### src/tpq_pkg.sv
// ----------------------------------------------------------------------------
// tpq_pkg
// Shared types and codes for the timestamp priority queue.
// ----------------------------------------------------------------------------
package tpq_pkg;

    localparam int ERR_W = 2;

    typedef enum logic
    {
        OP_INSERT = 1'b0,
        OP_REMOVE = 1'b1
    } op_t;

    typedef enum logic [ERR_W-1:0]
    {
        ERR_OK    = 2'd0,
        ERR_FULL  = 2'd1,
        ERR_EMPTY = 2'd2
    } err_t;

    typedef enum logic [2:0]
    {
        ST_IDLE,
        ST_CMP,
        ST_PLACE,
        ST_HEAD,
        ST_DONE
    } st_t;

endpackage

### src/timestamp_priority_queue.sv
// ----------------------------------------------------------------------------
// timestamp_priority_queue
// Queue of (timestamp, id) entries kept sorted by timestamp, then id.
//
// Input channel s_*: one item per insert or remove; s_tuser is the opcode
// (0 insert, 1 remove), s_tdata carries the entry. Output channel m_*: one
// item per input item with the head entry, the count and an error code.
// Entries live in a circular buffer in one RAM. A remove advances the head
// pointer. An insert walks from the tail toward the head, moving one entry
// up per cycle until it meets a key not larger than its own; entries with
// equal keys keep arrival order. Insert into a full queue is dropped with
// error 1, remove from an empty queue reports error 2.
// One item is in work at a time; s_tready rises the cycle after the result
// is loaded, so the RAM port walk of the insert sets the throughput.
// Reset empties the queue at once (no clearing pass); entry storage is not
// cleared. If the receiver stalls, one result waits in the output register
// and the next item is still taken; its result waits until the first leaves.
// ----------------------------------------------------------------------------
module timestamp_priority_queue #(
    parameter int DEPTH     = 16,
    parameter int ID_BITS   = 4,
    parameter int TIME_BITS = 15
) (
    input  logic                     clk,
    input  logic                     rst_n,
    input  logic                     s_tvalid,
    output logic                     s_tready,
    // entry_id, entry_time, zero pad
    input  logic [((ID_BITS+TIME_BITS+7)/8)*8-1:0] s_tdata,
    // opcode
    input  logic                     s_tuser,
    output logic                     m_tvalid,
    input  logic                     m_tready,
    // head_id, head_time, entry_count, error_code, zero pad
    output logic [((ID_BITS+TIME_BITS+$clog2(DEPTH+1)+tpq_pkg::ERR_W+7)/8)*8-1:0] m_tdata,
    // head_valid
    output logic                     m_tuser
);

    import tpq_pkg::*;

    localparam int IDX_W = $clog2(DEPTH);
    localparam int CNT_W = $clog2(DEPTH + 1);
    localparam int KEY_W = TIME_BITS + ID_BITS;
    localparam int OUT_N = KEY_W + CNT_W + ERR_W;
    localparam int OUT_W = ((OUT_N + 7) / 8) * 8;

    logic             ram_we;
    logic [IDX_W-1:0] ram_waddr;
    logic [KEY_W-1:0] ram_wdata;
    logic             ram_re;
    logic [IDX_W-1:0] ram_raddr;
    logic [KEY_W-1:0] ram_rdata;
    logic [KEY_W-1:0] head_key;
    logic [CNT_W-1:0] count;
    logic [ERR_W-1:0] err;

    tpq_ram #(
        .WIDTH (KEY_W),
        .DEPTH (DEPTH)
    ) u_ram (
        .clk   (clk),
        .we    (ram_we),
        .waddr (ram_waddr),
        .wdata (ram_wdata),
        .re    (ram_re),
        .raddr (ram_raddr),
        .rdata (ram_rdata)
    );

    // key is {time, id}, matching the tdata layout, so one compare orders it
    tpq_ctrl #(
        .DEPTH     (DEPTH),
        .ID_BITS   (ID_BITS),
        .TIME_BITS (TIME_BITS)
    ) u_ctrl (
        .clk            (clk),
        .rst_n          (rst_n),
        .in_valid       (s_tvalid),
        .in_ready       (s_tready),
        .in_op          (s_tuser),
        .in_key         (s_tdata[KEY_W-1:0]),
        .out_valid      (m_tvalid),
        .out_ready      (m_tready),
        .out_head_valid (m_tuser),
        .out_head_key   (head_key),
        .out_count      (count),
        .out_err        (err),
        .ram_we         (ram_we),
        .ram_waddr      (ram_waddr),
        .ram_wdata      (ram_wdata),
        .ram_re         (ram_re),
        .ram_raddr      (ram_raddr),
        .ram_rdata      (ram_rdata)
    );

    assign m_tdata = OUT_W'({err, count, head_key});

endmodule

### src/tpq_ram.sv
// ----------------------------------------------------------------------------
// tpq_ram
// Generic simple dual-port RAM, one write port, one registered read port.
// ----------------------------------------------------------------------------
module tpq_ram #(
    parameter int WIDTH = 19,
    parameter int DEPTH = 16
) (
    input  logic                     clk,
    input  logic                     we,
    input  logic [$clog2(DEPTH)-1:0] waddr,
    input  logic [WIDTH-1:0]         wdata,
    input  logic                     re,
    input  logic [$clog2(DEPTH)-1:0] raddr,
    output logic [WIDTH-1:0]         rdata
);

    logic [WIDTH-1:0] mem [DEPTH];

    always_ff @(posedge clk)
    begin
        if (we)
        begin
            mem[waddr] <= wdata;
        end
        if (re)
        begin
            rdata <= mem[raddr];
        end
    end

endmodule

### src/tpq_ctrl.sv
// ----------------------------------------------------------------------------
// tpq_ctrl
// Circular sorted buffer control: insertion by shifting entries one slot per
// cycle from the tail, removal by advancing the head, head readback and the
// result register.
// ----------------------------------------------------------------------------
module tpq_ctrl #(
    parameter int DEPTH     = 16,
    parameter int ID_BITS   = 4,
    parameter int TIME_BITS = 15
) (
    input  logic                               clk,
    input  logic                               rst_n,
    // item in
    input  logic                               in_valid,
    output logic                               in_ready,
    input  logic                               in_op,
    input  logic [TIME_BITS+ID_BITS-1:0]       in_key,
    // result out
    output logic                               out_valid,
    input  logic                               out_ready,
    output logic                               out_head_valid,
    output logic [TIME_BITS+ID_BITS-1:0]       out_head_key,
    output logic [$clog2(DEPTH+1)-1:0]         out_count,
    output logic [tpq_pkg::ERR_W-1:0]          out_err,
    // entry memory
    output logic                               ram_we,
    output logic [$clog2(DEPTH)-1:0]           ram_waddr,
    output logic [TIME_BITS+ID_BITS-1:0]       ram_wdata,
    output logic                               ram_re,
    output logic [$clog2(DEPTH)-1:0]           ram_raddr,
    input  logic [TIME_BITS+ID_BITS-1:0]       ram_rdata
);

    import tpq_pkg::*;

    localparam int IDX_W = $clog2(DEPTH);
    localparam int CNT_W = $clog2(DEPTH + 1);
    localparam int KEY_W = TIME_BITS + ID_BITS;
    localparam logic [IDX_W-1:0] LAST_IDX = IDX_W'(DEPTH - 1);
    localparam logic [CNT_W-1:0] FULL_CNT = CNT_W'(DEPTH);

    st_t              state_reg, state_next;
    logic [IDX_W-1:0] hp_reg, hp_next;
    logic [IDX_W-1:0] tp_reg, tp_next;
    logic [IDX_W-1:0] wp_reg, wp_next;
    logic [IDX_W-1:0] rp_reg, rp_next;
    logic [CNT_W-1:0] cnt_reg, cnt_next;
    logic [CNT_W-1:0] j_reg, j_next;
    err_t             err_reg, err_next;
    logic [KEY_W-1:0] key_reg;
    logic             load_out;

    logic             out_valid_reg;
    logic             out_hv_reg;
    logic [KEY_W-1:0] out_key_reg;
    logic [CNT_W-1:0] out_count_reg;
    err_t             out_err_reg;

    function automatic logic [IDX_W-1:0] idx_inc(input logic [IDX_W-1:0] idx);
        return (idx == LAST_IDX) ? '0 : idx + IDX_W'(1);
    endfunction

    function automatic logic [IDX_W-1:0] idx_dec(input logic [IDX_W-1:0] idx);
        return (idx == '0) ? LAST_IDX : idx - IDX_W'(1);
    endfunction

    always_ff @(posedge clk or negedge rst_n)
    begin
        if (!rst_n)
        begin
            state_reg     <= ST_IDLE;
            hp_reg        <= '0;
            tp_reg        <= '0;
            wp_reg        <= '0;
            rp_reg        <= '0;
            cnt_reg       <= '0;
            j_reg         <= '0;
            err_reg       <= ERR_OK;
            out_valid_reg <= 1'b0;
        end
        else
        begin
            state_reg <= state_next;
            hp_reg    <= hp_next;
            tp_reg    <= tp_next;
            wp_reg    <= wp_next;
            rp_reg    <= rp_next;
            cnt_reg   <= cnt_next;
            j_reg     <= j_next;
            err_reg   <= err_next;
            if (load_out)
            begin
                out_valid_reg <= 1'b1;
            end
            else if (out_ready)
            begin
                out_valid_reg <= 1'b0;
            end
        end
    end

    always_ff @(posedge clk)
    begin
        if (in_valid && in_ready)
        begin
            key_reg <= in_key;
        end
        if (load_out)
        begin
            out_hv_reg    <= (cnt_reg != '0);
            out_key_reg   <= (cnt_reg != '0) ? ram_rdata : '0;
            out_count_reg <= cnt_reg;
            out_err_reg   <= err_reg;
        end
    end

    always_comb
    begin
        state_next = state_reg;
        hp_next    = hp_reg;
        tp_next    = tp_reg;
        wp_next    = wp_reg;
        rp_next    = rp_reg;
        cnt_next   = cnt_reg;
        j_next     = j_reg;
        err_next   = err_reg;
        ram_we     = 1'b0;
        ram_waddr  = wp_reg;
        ram_wdata  = key_reg;
        ram_re     = 1'b0;
        ram_raddr  = rp_reg;
        load_out   = 1'b0;
        in_ready   = (state_reg == ST_IDLE);

        case (state_reg)
            ST_IDLE:
            begin
                if (in_valid)
                begin
                    err_next = ERR_OK;
                    if (in_op == OP_INSERT)
                    begin
                        if (cnt_reg == FULL_CNT)
                        begin
                            err_next   = ERR_FULL;
                            state_next = ST_HEAD;
                        end
                        else
                        begin
                            // new item starts at the tail slot and sinks toward the head
                            wp_next  = tp_reg;
                            j_next   = cnt_reg;
                            tp_next  = idx_inc(tp_reg);
                            cnt_next = cnt_reg + CNT_W'(1);
                            if (cnt_reg == '0)
                            begin
                                state_next = ST_PLACE;
                            end
                            else
                            begin
                                rp_next    = idx_dec(tp_reg);
                                ram_re     = 1'b1;
                                ram_raddr  = idx_dec(tp_reg);
                                state_next = ST_CMP;
                            end
                        end
                    end
                    else
                    begin
                        if (cnt_reg == '0)
                        begin
                            err_next = ERR_EMPTY;
                        end
                        else
                        begin
                            hp_next  = idx_inc(hp_reg);
                            cnt_next = cnt_reg - CNT_W'(1);
                        end
                        state_next = ST_HEAD;
                    end
                end
            end

            ST_CMP:
            begin
                ram_we = 1'b1;
                // equal keys stay ahead of the new item
                if (ram_rdata > key_reg)
                begin
                    ram_wdata = ram_rdata;
                    wp_next   = rp_reg;
                    j_next    = j_reg - CNT_W'(1);
                    if (j_reg == CNT_W'(1))
                    begin
                        state_next = ST_PLACE;
                    end
                    else
                    begin
                        rp_next   = idx_dec(rp_reg);
                        ram_re    = 1'b1;
                        ram_raddr = idx_dec(rp_reg);
                    end
                end
                else
                begin
                    state_next = ST_HEAD;
                end
            end

            ST_PLACE:
            begin
                ram_we     = 1'b1;
                state_next = ST_HEAD;
            end

            ST_HEAD:
            begin
                ram_re     = 1'b1;
                ram_raddr  = hp_reg;
                state_next = ST_DONE;
            end

            ST_DONE:
            begin
                if (!out_valid_reg || out_ready)
                begin
                    load_out   = 1'b1;
                    state_next = ST_IDLE;
                end
            end

            default:
            begin
                state_next = ST_IDLE;
            end
        endcase
    end

    assign out_valid      = out_valid_reg;
    assign out_head_valid = out_hv_reg;
    assign out_head_key   = out_key_reg;
    assign out_count      = out_count_reg;
    assign out_err        = out_err_reg;

    a_cnt_bound: assert property (@(posedge clk) disable iff (!rst_n)
        cnt_reg <= FULL_CNT)
        else $error("entry count above depth");

    a_full_err: assert property (@(posedge clk) disable iff (!rst_n)
        out_valid_reg && (out_err_reg == ERR_FULL) |-> out_count_reg == FULL_CNT)
        else $error("full error reported on a queue with room");

    a_empty_err: assert property (@(posedge clk) disable iff (!rst_n)
        out_valid_reg && (out_err_reg == ERR_EMPTY) |-> (out_count_reg == '0) && !out_hv_reg)
        else $error("empty error reported on a queue holding entries");

    a_shift_left: assert property (@(posedge clk) disable iff (!rst_n)
        state_reg == ST_CMP |-> j_reg != '0)
        else $error("compare step with no entry left to move");

    a_insert_cnt: assert property (@(posedge clk) disable iff (!rst_n)
        in_valid && in_ready && (in_op == OP_INSERT) && (cnt_reg != FULL_CNT)
        |=> cnt_reg == $past(cnt_reg) + CNT_W'(1))
        else $error("insert did not raise the entry count");

endmodule

### config.mk
export PLATFORM = sky130hd
export DESIGN_NAME = timestamp_priority_queue
export DESIGN_NICKNAME = d
export VERILOG_FILES = /design/src/tpq_pkg.sv /design/src/timestamp_priority_queue.sv /design/src/tpq_ram.sv /design/src/tpq_ctrl.sv
export SDC_FILE = /design/constraint.sdc
export NUM_CORES = 1
export LEC_CHECK = 0
export BUFFER_PORTS_ARGS = -buffer_cell sky130_fd_sc_hd__buf_2
export CAP_MARGIN = 20
export CORE_ASPECT_RATIO = 0.6
export CORE_UTILIZATION = 55
export DETAILED_ROUTE_END_ITERATION = 7
export HOLD_SLACK_MARGIN = 0.03
export PLACE_DENSITY = 0.74
export SLEW_MARGIN = 20
export SYNTH_ARGS = -nofsm -noshare
export SYNTH_HDL_FRONTEND = slang
export SYNTH_SLANG_ARGS = --single-unit
export TNS_END_PERCENT = 10
### constraint.sdc
create_clock -name clk -period 3.3 [get_ports clk]
set_input_delay 0.825 -clock clk [delete_from_list [all_inputs] [get_ports clk]]
set_output_delay 0.825 -clock clk [all_outputs]
set_load 0.01 [all_outputs]
==> flow_metrics.tcl, run 1 <==
set metrics [dict create \
    crit_path_max_fanout 7 \
    ios 64 \
    worstMarginPinSlew_ns 0.769 \
    worstSetupStartpointType "register" \
    cts.sinks 401 \
    timing.max_cap.violations 0 \
    synth.area.top_cells "edfxtp_1 (67%), mux4_2 (10%), dfrtp_1 (4.9%), ha_1 (2.2%), a22oi_1 (1.8%)" \
    grt_pass1_vias 9055 \
    violations "setup timing" \
    largest_reg_flops 304 \
    synth_top_area_frac 0.674 \
    crit_top_cell "buf_12" \
    cts-hold-fix-buffers 0 \
    vias 9203 \
    final_common_cell "edfxtp_1" \
    yosysWarnings 0 \
    finalCritPeriodShare 1.15 \
    h-tree-depth 2 \
    cpMaxStageDelayCell "mux4_2" \
    drt_wl_total_um 37300 \
    syn_area_mm2 0.0164 \
    synth.largest_area_cell "edfxtp_1" \
    min_period_ns 3.81 \
    irDropWorstVdd_mv 0.687 \
    outcome "finished with violations" \
    rrSetupSlack_ns -0.51 \
    timing.rr.end "u_ram.rdata[4]$_DFFE_PP_" \
    rsz0062_at_grt "yes" \
    rr_worst_depth 15 \
    clkTransAtPathRegs_ns 0.07 \
    fin_nets 1162 \
    setup_viol 19 \
    rows 48 \
    pre_cts_ws_ns -0.513 \
    final_cell_mix "edfxtp_1 (369), buf_4 (101), mux4_2 (76)" \
    hold_class "in -> async" \
    synthFlopType "edfxtp_1" \
    clk_latency_ns 0.55 \
    fmaxAchievable_mhz 263 \
    dpl.hpwl_um 23500 \
    yosysSeqAreaShare 0.723 \
    grt_use_total 0.249 \
    crit_path_end_kind "register" \
    fin_hold_ws_ns 0.352 \
    clockBufferDepth 3 \
    maxSlewHeadroom 0.487 \
    grt_max_degree 33 \
    drc 0 \
    die_area_mm2 0.0306 \
    antenna_found_initial 0 \
    powerDensity_mw_per_mm2 1170 \
    dp_cells 1455 \
    synth_cell_type_count 65 \
    max_flop_register "u_ram.mem" \
    crit_path_cell_trace "inv_2, ha_4, a21oi_2, o21ai_0, a22o_1, or3_4, a41o_4, a22oi_4, buf_6, buf_12, buf_12, mux4_2, a22oi_2, buf_4, nand2_1" \
    drive_above_1_share 0.366 \
    cp.arrival_ns 4.08 \
    final_util 0.680 \
    critical_path.top_delay_family "compound AO/OA/AOI/OAI gates" \
    synth.ff_latch_count 401 \
    avgSynthCellArea_um2 17.8 \
    crit_buf_inv 5 \
    vias_per_cell 6.01 \
    layoutNonFillerInstCount 1531 \
    cts_buffers 37 \
    finalWorstSetupSlack_ns -0.508 \
    root_buffer "clkbuf_16" \
    portBuffers 52 \
    core_mm2 0.0291 \
    power.leakage_uw 0.00697 \
    cts_tree "done" \
    register_area_mm2 0.0119 \
    nFillCells 1888 \
    worstSetupPathType "reg -> reg" \
    syn_inst 923 \
    drtAntennaViolNets 0 \
    die_w_um 225 \
    reg2reg_from "u_ctrl.key_reg[10]$_DFFE_PP_" \
    finalClockSkew_ns 0.0250 \
    required_ns 3.57 \
    start_util 0.566 \
    gp_congestion 0.851 \
    max_stage_delay_ns 0.51 \
    synth_edf_count 369 \
    wl_per_cell_um 24.4 \
    finalSetupTns_ns -7.94 \
    slew_viol_final 0 \
    grt_pass1_wl_um 54800 \
    syn_to_final_growth_pct 20.3 \
    multiInputGateArea_mm2 0.00455 \
    first_pass_iters 5 \
    hold_violations 0 \
    async_reset_ff_frac 0.0798 \
    overflow 0 \
    die_y_um 136 \
    drtIter0Drc 1239 \
]
synthesized netlist by cell type (all sizes together) (3+ instances only):
master	n
nand2b	8
nand3	7
mux4	76
nand2	53
o31a	3
buf	24
o31ai	6
mux2i	3
clkbuf	20
or3	4
nor4	4
o21ai	34
a211oi	3
and2	22
xnor2	5
edfxtp	369
a31oi	4
a22oi	40
ha	29
xor2	4
and3	3
mux2	20
nor3	10
dfrtp	32
nor2	38
a21oi	25
inv	35
a21o	7
nand4	3
metrics by stage:
| stage | instance area, um2 | total power (uW) |
|---|---|---|
| finish | 19800 | 23100 |
| global route | 19800 | 24200 |
| CTS | 19500 | 22300 |
| detailed placement | 18100 | 17500 |
| global placement | 18100 | 17200 |
| floorplan | 16500 | 13600 |
worst max path at each step:
stage / from / endpoint / cells after the start
2_1_floorplan: u_ram.rdata[16]$_DFFE_PP_ / u_ram.rdata[16]$_DFFE_PP_ / 13
3_3_place_gp: u_ram.rdata[10]$_DFFE_PP_ / u_ram.rdata[14]$_DFFE_PP_ / 12
3_5_place_dp: u_ram.rdata[10]$_DFFE_PP_ / u_ram.rdata[6]$_DFFE_PP_ / 12
4_1_cts: u_ctrl.key_reg[10]$_DFFE_PP_ / u_ram.rdata[5]$_DFFE_PP_ / 14
5_1_grt: u_ram.rdata[12]$_DFFE_PP_ / u_ram.rdata[4]$_DFFE_PP_ / 14
6_report: u_ctrl.key_reg[10]$_DFFE_PP_ / u_ram.rdata[4]$_DFFE_PP_ / 15
power by group:
| part | switching [uW] | total (uW) | internal [uW] | leakage [uW] |
|---|---|---|---|---|
| sequential | 411 | 7460 | 7040 | 0.00375 |
| combinational | 5910 | 11400 | 5480 | 0.00265 |
| clock | 1830 | 4230 | 2400 | 0.000575 |
| total | 8150 | 23100 | 14900 | 0.00697 |
timing repair:
item	in CTS	in global routing
cloned	1	2
endpoints found under the setup margin	19	19
gates resized for setup	31	37
pin swaps	10	26
setup buffers	0	6
final cells by class:
| type | instances | area share |
|---|---|---|
| Antenna cell | 1 | 0.000127 |
| Multi-Input combinational cell | 447 | 0.230 |
| Sequential cell | 401 | 0.601 |
| Inverter | 36 | 0.00683 |
| Timing Repair Buffer | 180 | 0.0768 |
| Clock buffer | 45 | 0.0505 |
| Tap cell | 400 | 0.0253 |
| Clock inverter | 21 | 0.00943 |
metal layers:
layer / wire length (um) / share of wire / GRT usage / vias up
li1: - / - / - / 4011
met3: 4040 / 0.11 / 0.0707 / 48
met4: 483 / 0.013 / 0.0529 / 0
met2: 16300 / 0.44 / 0.360 / 441
met5: 0 / 0 / 0 / -
met1: 16500 / 0.44 / 0.379 / 4703
kinds of logic after synthesis:
kind of cell,Yosys count,synth area share
xor+xnor,9,0.00479
buf+inv,80,0.0233
simple gates,162,0.0486
flops,401,0.723
mux,99,0.120
other cells,1,0.000228
fa+ha+maj,30,0.0233
compound gates,141,0.0575
Power figures use the tool's default switching activity.
==> run 2: changes to the inputs <==
--- a/config.mk
+++ b/config.mk
@@ -7,11 +7,14 @@
 export LEC_CHECK = 0
 export BUFFER_PORTS_ARGS = -buffer_cell sky130_fd_sc_hd__buf_2
 export CAP_MARGIN = 20
+export CELL_PAD_IN_SITES_DETAIL_PLACEMENT = 2
+export CELL_PAD_IN_SITES_GLOBAL_PLACEMENT = 2
 export CORE_ASPECT_RATIO = 0.6
-export CORE_UTILIZATION = 55
+export CORE_UTILIZATION = 43
 export DETAILED_ROUTE_END_ITERATION = 7
 export HOLD_SLACK_MARGIN = 0.03
-export PLACE_DENSITY = 0.74
+export PLACE_DENSITY = 0.75
+export SKIP_LAST_GASP = 1
 export SLEW_MARGIN = 20
 export SYNTH_ARGS = -nofsm -noshare
 export SYNTH_HDL_FRONTEND = slang
==> constraint.sdc (replaced) <==
create_clock -name clk -period 3.3 [get_ports clk]
set_input_delay 0.66 -clock clk [delete_from_list [all_inputs] [get_ports clk]]
set_output_delay 0.66 -clock clk [all_outputs]
set_load 0.01 [all_outputs]
==> run 2 against run 1 <==
  * The flow still finishes with violations (setup timing)
  * Critical path depth is 1 lower
  * Power is 8.1% higher
  * Clock power is 6.6% higher
  * Critical path type unchanged
  * Fmax is 3.5% lower
==> flow_metrics.tcl, run 2 (synthesis results as in run 1) <==
set metrics [dict create \
    outcome "finished with violations" \
    violations "setup timing" \
    p_int_uw 15700 \
    grt_use_total 0.279 \
    seqPwrFrac 0.305 \
    overflow 0 \
    clkPwrFrac 0.181 \
    finalClockSkew_ns 0.0254 \
    final_util 0.541 \
    cts_buffers 40 \
    fin_hold_ws_ns 0.201 \
    grt_max_degree 33 \
    vias 9761 \
    largest_reg_flops 304 \
    drc 0 \
    fmaxAchievable_mhz 253 \
    syn_to_final_growth_pct 24.0 \
    wl_per_cell_um 31.6 \
    worstSetupStartpointType "register" \
    drt_wl_total_um 53000 \
    powerDensity_mw_per_mm2 1220 \
    clkTransAtPathRegs_ns 0.07 \
    die_area_mm2 0.0390 \
    slew_viol_final 0 \
    core_mm2 0.0376 \
    drtAntennaViolNets 0 \
    cts_tree "done" \
    finalCritPeriodShare 1.20 \
    drive_above_1_share 0.377 \
    reg2reg_from "u_ram.rdata[17]$_DFFE_PP_" \
    dpl-instance-area_mm2 0.0185 \
    crit_path_max_fanout 5 \
    fin_nets 1195 \
    crit_path_end_kind "register" \
    timing.rr.end "u_ram.rdata[14]$_DFFE_PP_" \
    grt_pass1_wl_um 76400 \
    max_flop_register "u_ram.mem" \
    vias_per_cell 5.82 \
    rsz0062_at_grt "yes" \
    power.leakage_uw 0.00720 \
    gp_congestion 0.767 \
    portBuffers 52 \
    die_y_um 153 \
    rows 55 \
    cts.sinks 401 \
    pwr-share-comb 0.514 \
    hold_violations 0 \
    antenna_found_initial 0 \
    ios 64 \
    h-tree-depth 2 \
    nFillCells 3292 \
    final_cell_area_mm2 0.0204 \
    hold_class "in -> async" \
    timing.max_cap.violations 0 \
    finalWorstSetupSlack_ns -0.646 \
    dpl.hpwl_um 33100 \
    rr_worst_depth 14 \
    irDropWorstVdd_mv 0.651 \
    cts-hold-fix-buffers 0 \
    worstMarginPinSlew_ns 0.833 \
    final_cell_mix "edfxtp_1 (369), buf_4 (114), mux4_2 (76)" \
    first_pass_iters 4 \
    net-switching-power_uw 9270 \
    final_common_cell "edfxtp_1" \
    grt_pass1_vias 10690 \
    clk_latency_ns 0.57 \
    finalSetupTns_ns -11.20 \
    drtIter0Drc 848 \
    root_buffer "clkbuf_16" \
    setup_viol 35 \
    clockBufferDepth 3 \
    worstSetupPathType "reg -> reg" \
    power_uw 24900 \
    rrSetupSlack_ns -0.65 \
    maxSlewHeadroom 0.445 \
    die_w_um 254 \
    required_ns 3.58 \
    start_util 0.437 \
    sw_frac_of_total 0.372 \
    min_period_ns 3.95 \
    cp.arrival_ns 4.22 \
]
==> run 2: timing repair <==
action                                  4_1_cts  5_1_grt
endpoints found under the setup margin       35      307
pin swaps                                    21       24
cloned                                        2        0
buffers inserted                             12        6
resized for setup                            57       27
==> run 2: power groups by stage <==
stage	Combinational, uW	Clock (uW)	Sequential (uW)
after floorplan	6130	0	7450
final	12800	4510	7620
after detailed placement	10800	0	7680
after global placement	10200	0	7580
after CTS	12200	4570	7600
after global routing	13500	4750	7670
==> run 2: cell type report <==
cell class,count,area (um2),share of cell area
Inverter,36,135,0.00663
Multi-Input combinational cell,447,4580,0.225
Tap cell,513,642,0.0315
Clock inverter,19,148,0.00724
Timing Repair Buffer,210,1900,0.0932
Antenna cell,1,2.50,0.000123
Sequential cell,401,11900,0.583
Clock buffer,50,1090,0.0535
==> run 2: stage by stage <==
stage | std cells | worst slack, ns
after floorplan | 928 | -0.0877
after global placement | 1589 | -0.668
after detailed placement | 1589 | -0.865
after CTS | 1672 | -0.537
after global routing | 1676 | -0.817
final | 1677 | -0.646
==> run 2: per-layer routing <==
layer,global-route usage,share of wire,wire (um),up-vias
met4,0.0737,0.022,1190,0
met2,0.453,0.48,25500,340
met1,0.389,0.44,23300,5256
met3,0.0502,0.057,3020,76
li1,-,-,-,4089
met5,0,0,0,-
==> run 2: critical path: stages (launching register included) <==
cell	delay, ns
edfxtp_1	0.55
ha_4	0.34
nand4_1	0.19
nor4_2	0.29
buf_4	0.18
o31a_1	0.22
o31a_1	0.20
o21ai_2	0.08
a22oi_4	0.26
buf_12	0.20
buf_8	0.14
buf_12	0.11
mux4_2	0.54
a22oi_2	0.20
nand2_2	0.13
==> run 2: how the worst max path moves through the flow <==
stage / end / from / cells after the start / slack, ns
6_report: u_ram.rdata[14]$_DFFE_PP_ / u_ram.rdata[17]$_DFFE_PP_ / 14 / -0.65
5_1_grt: u_ram.rdata[10]$_DFFE_PP_ / u_ram.rdata[17]$_DFFE_PP_ / 14 / -0.82
4_1_cts: u_ram.rdata[12]$_DFFE_PP_ / u_ram.rdata[2]$_DFFE_PP_ / 14 / -0.54
3_5_place_dp: u_ram.rdata[14]$_DFFE_PP_ / u_ram.rdata[6]$_DFFE_PP_ / 13 / -0.86
3_3_place_gp: u_ram.rdata[14]$_DFFE_PP_ / u_ram.rdata[6]$_DFFE_PP_ / 13 / -0.67
2_1_floorplan: u_ram.rdata[16]$_DFFE_PP_ / u_ram.rdata[16]$_DFFE_PP_ / 13 / -0.09
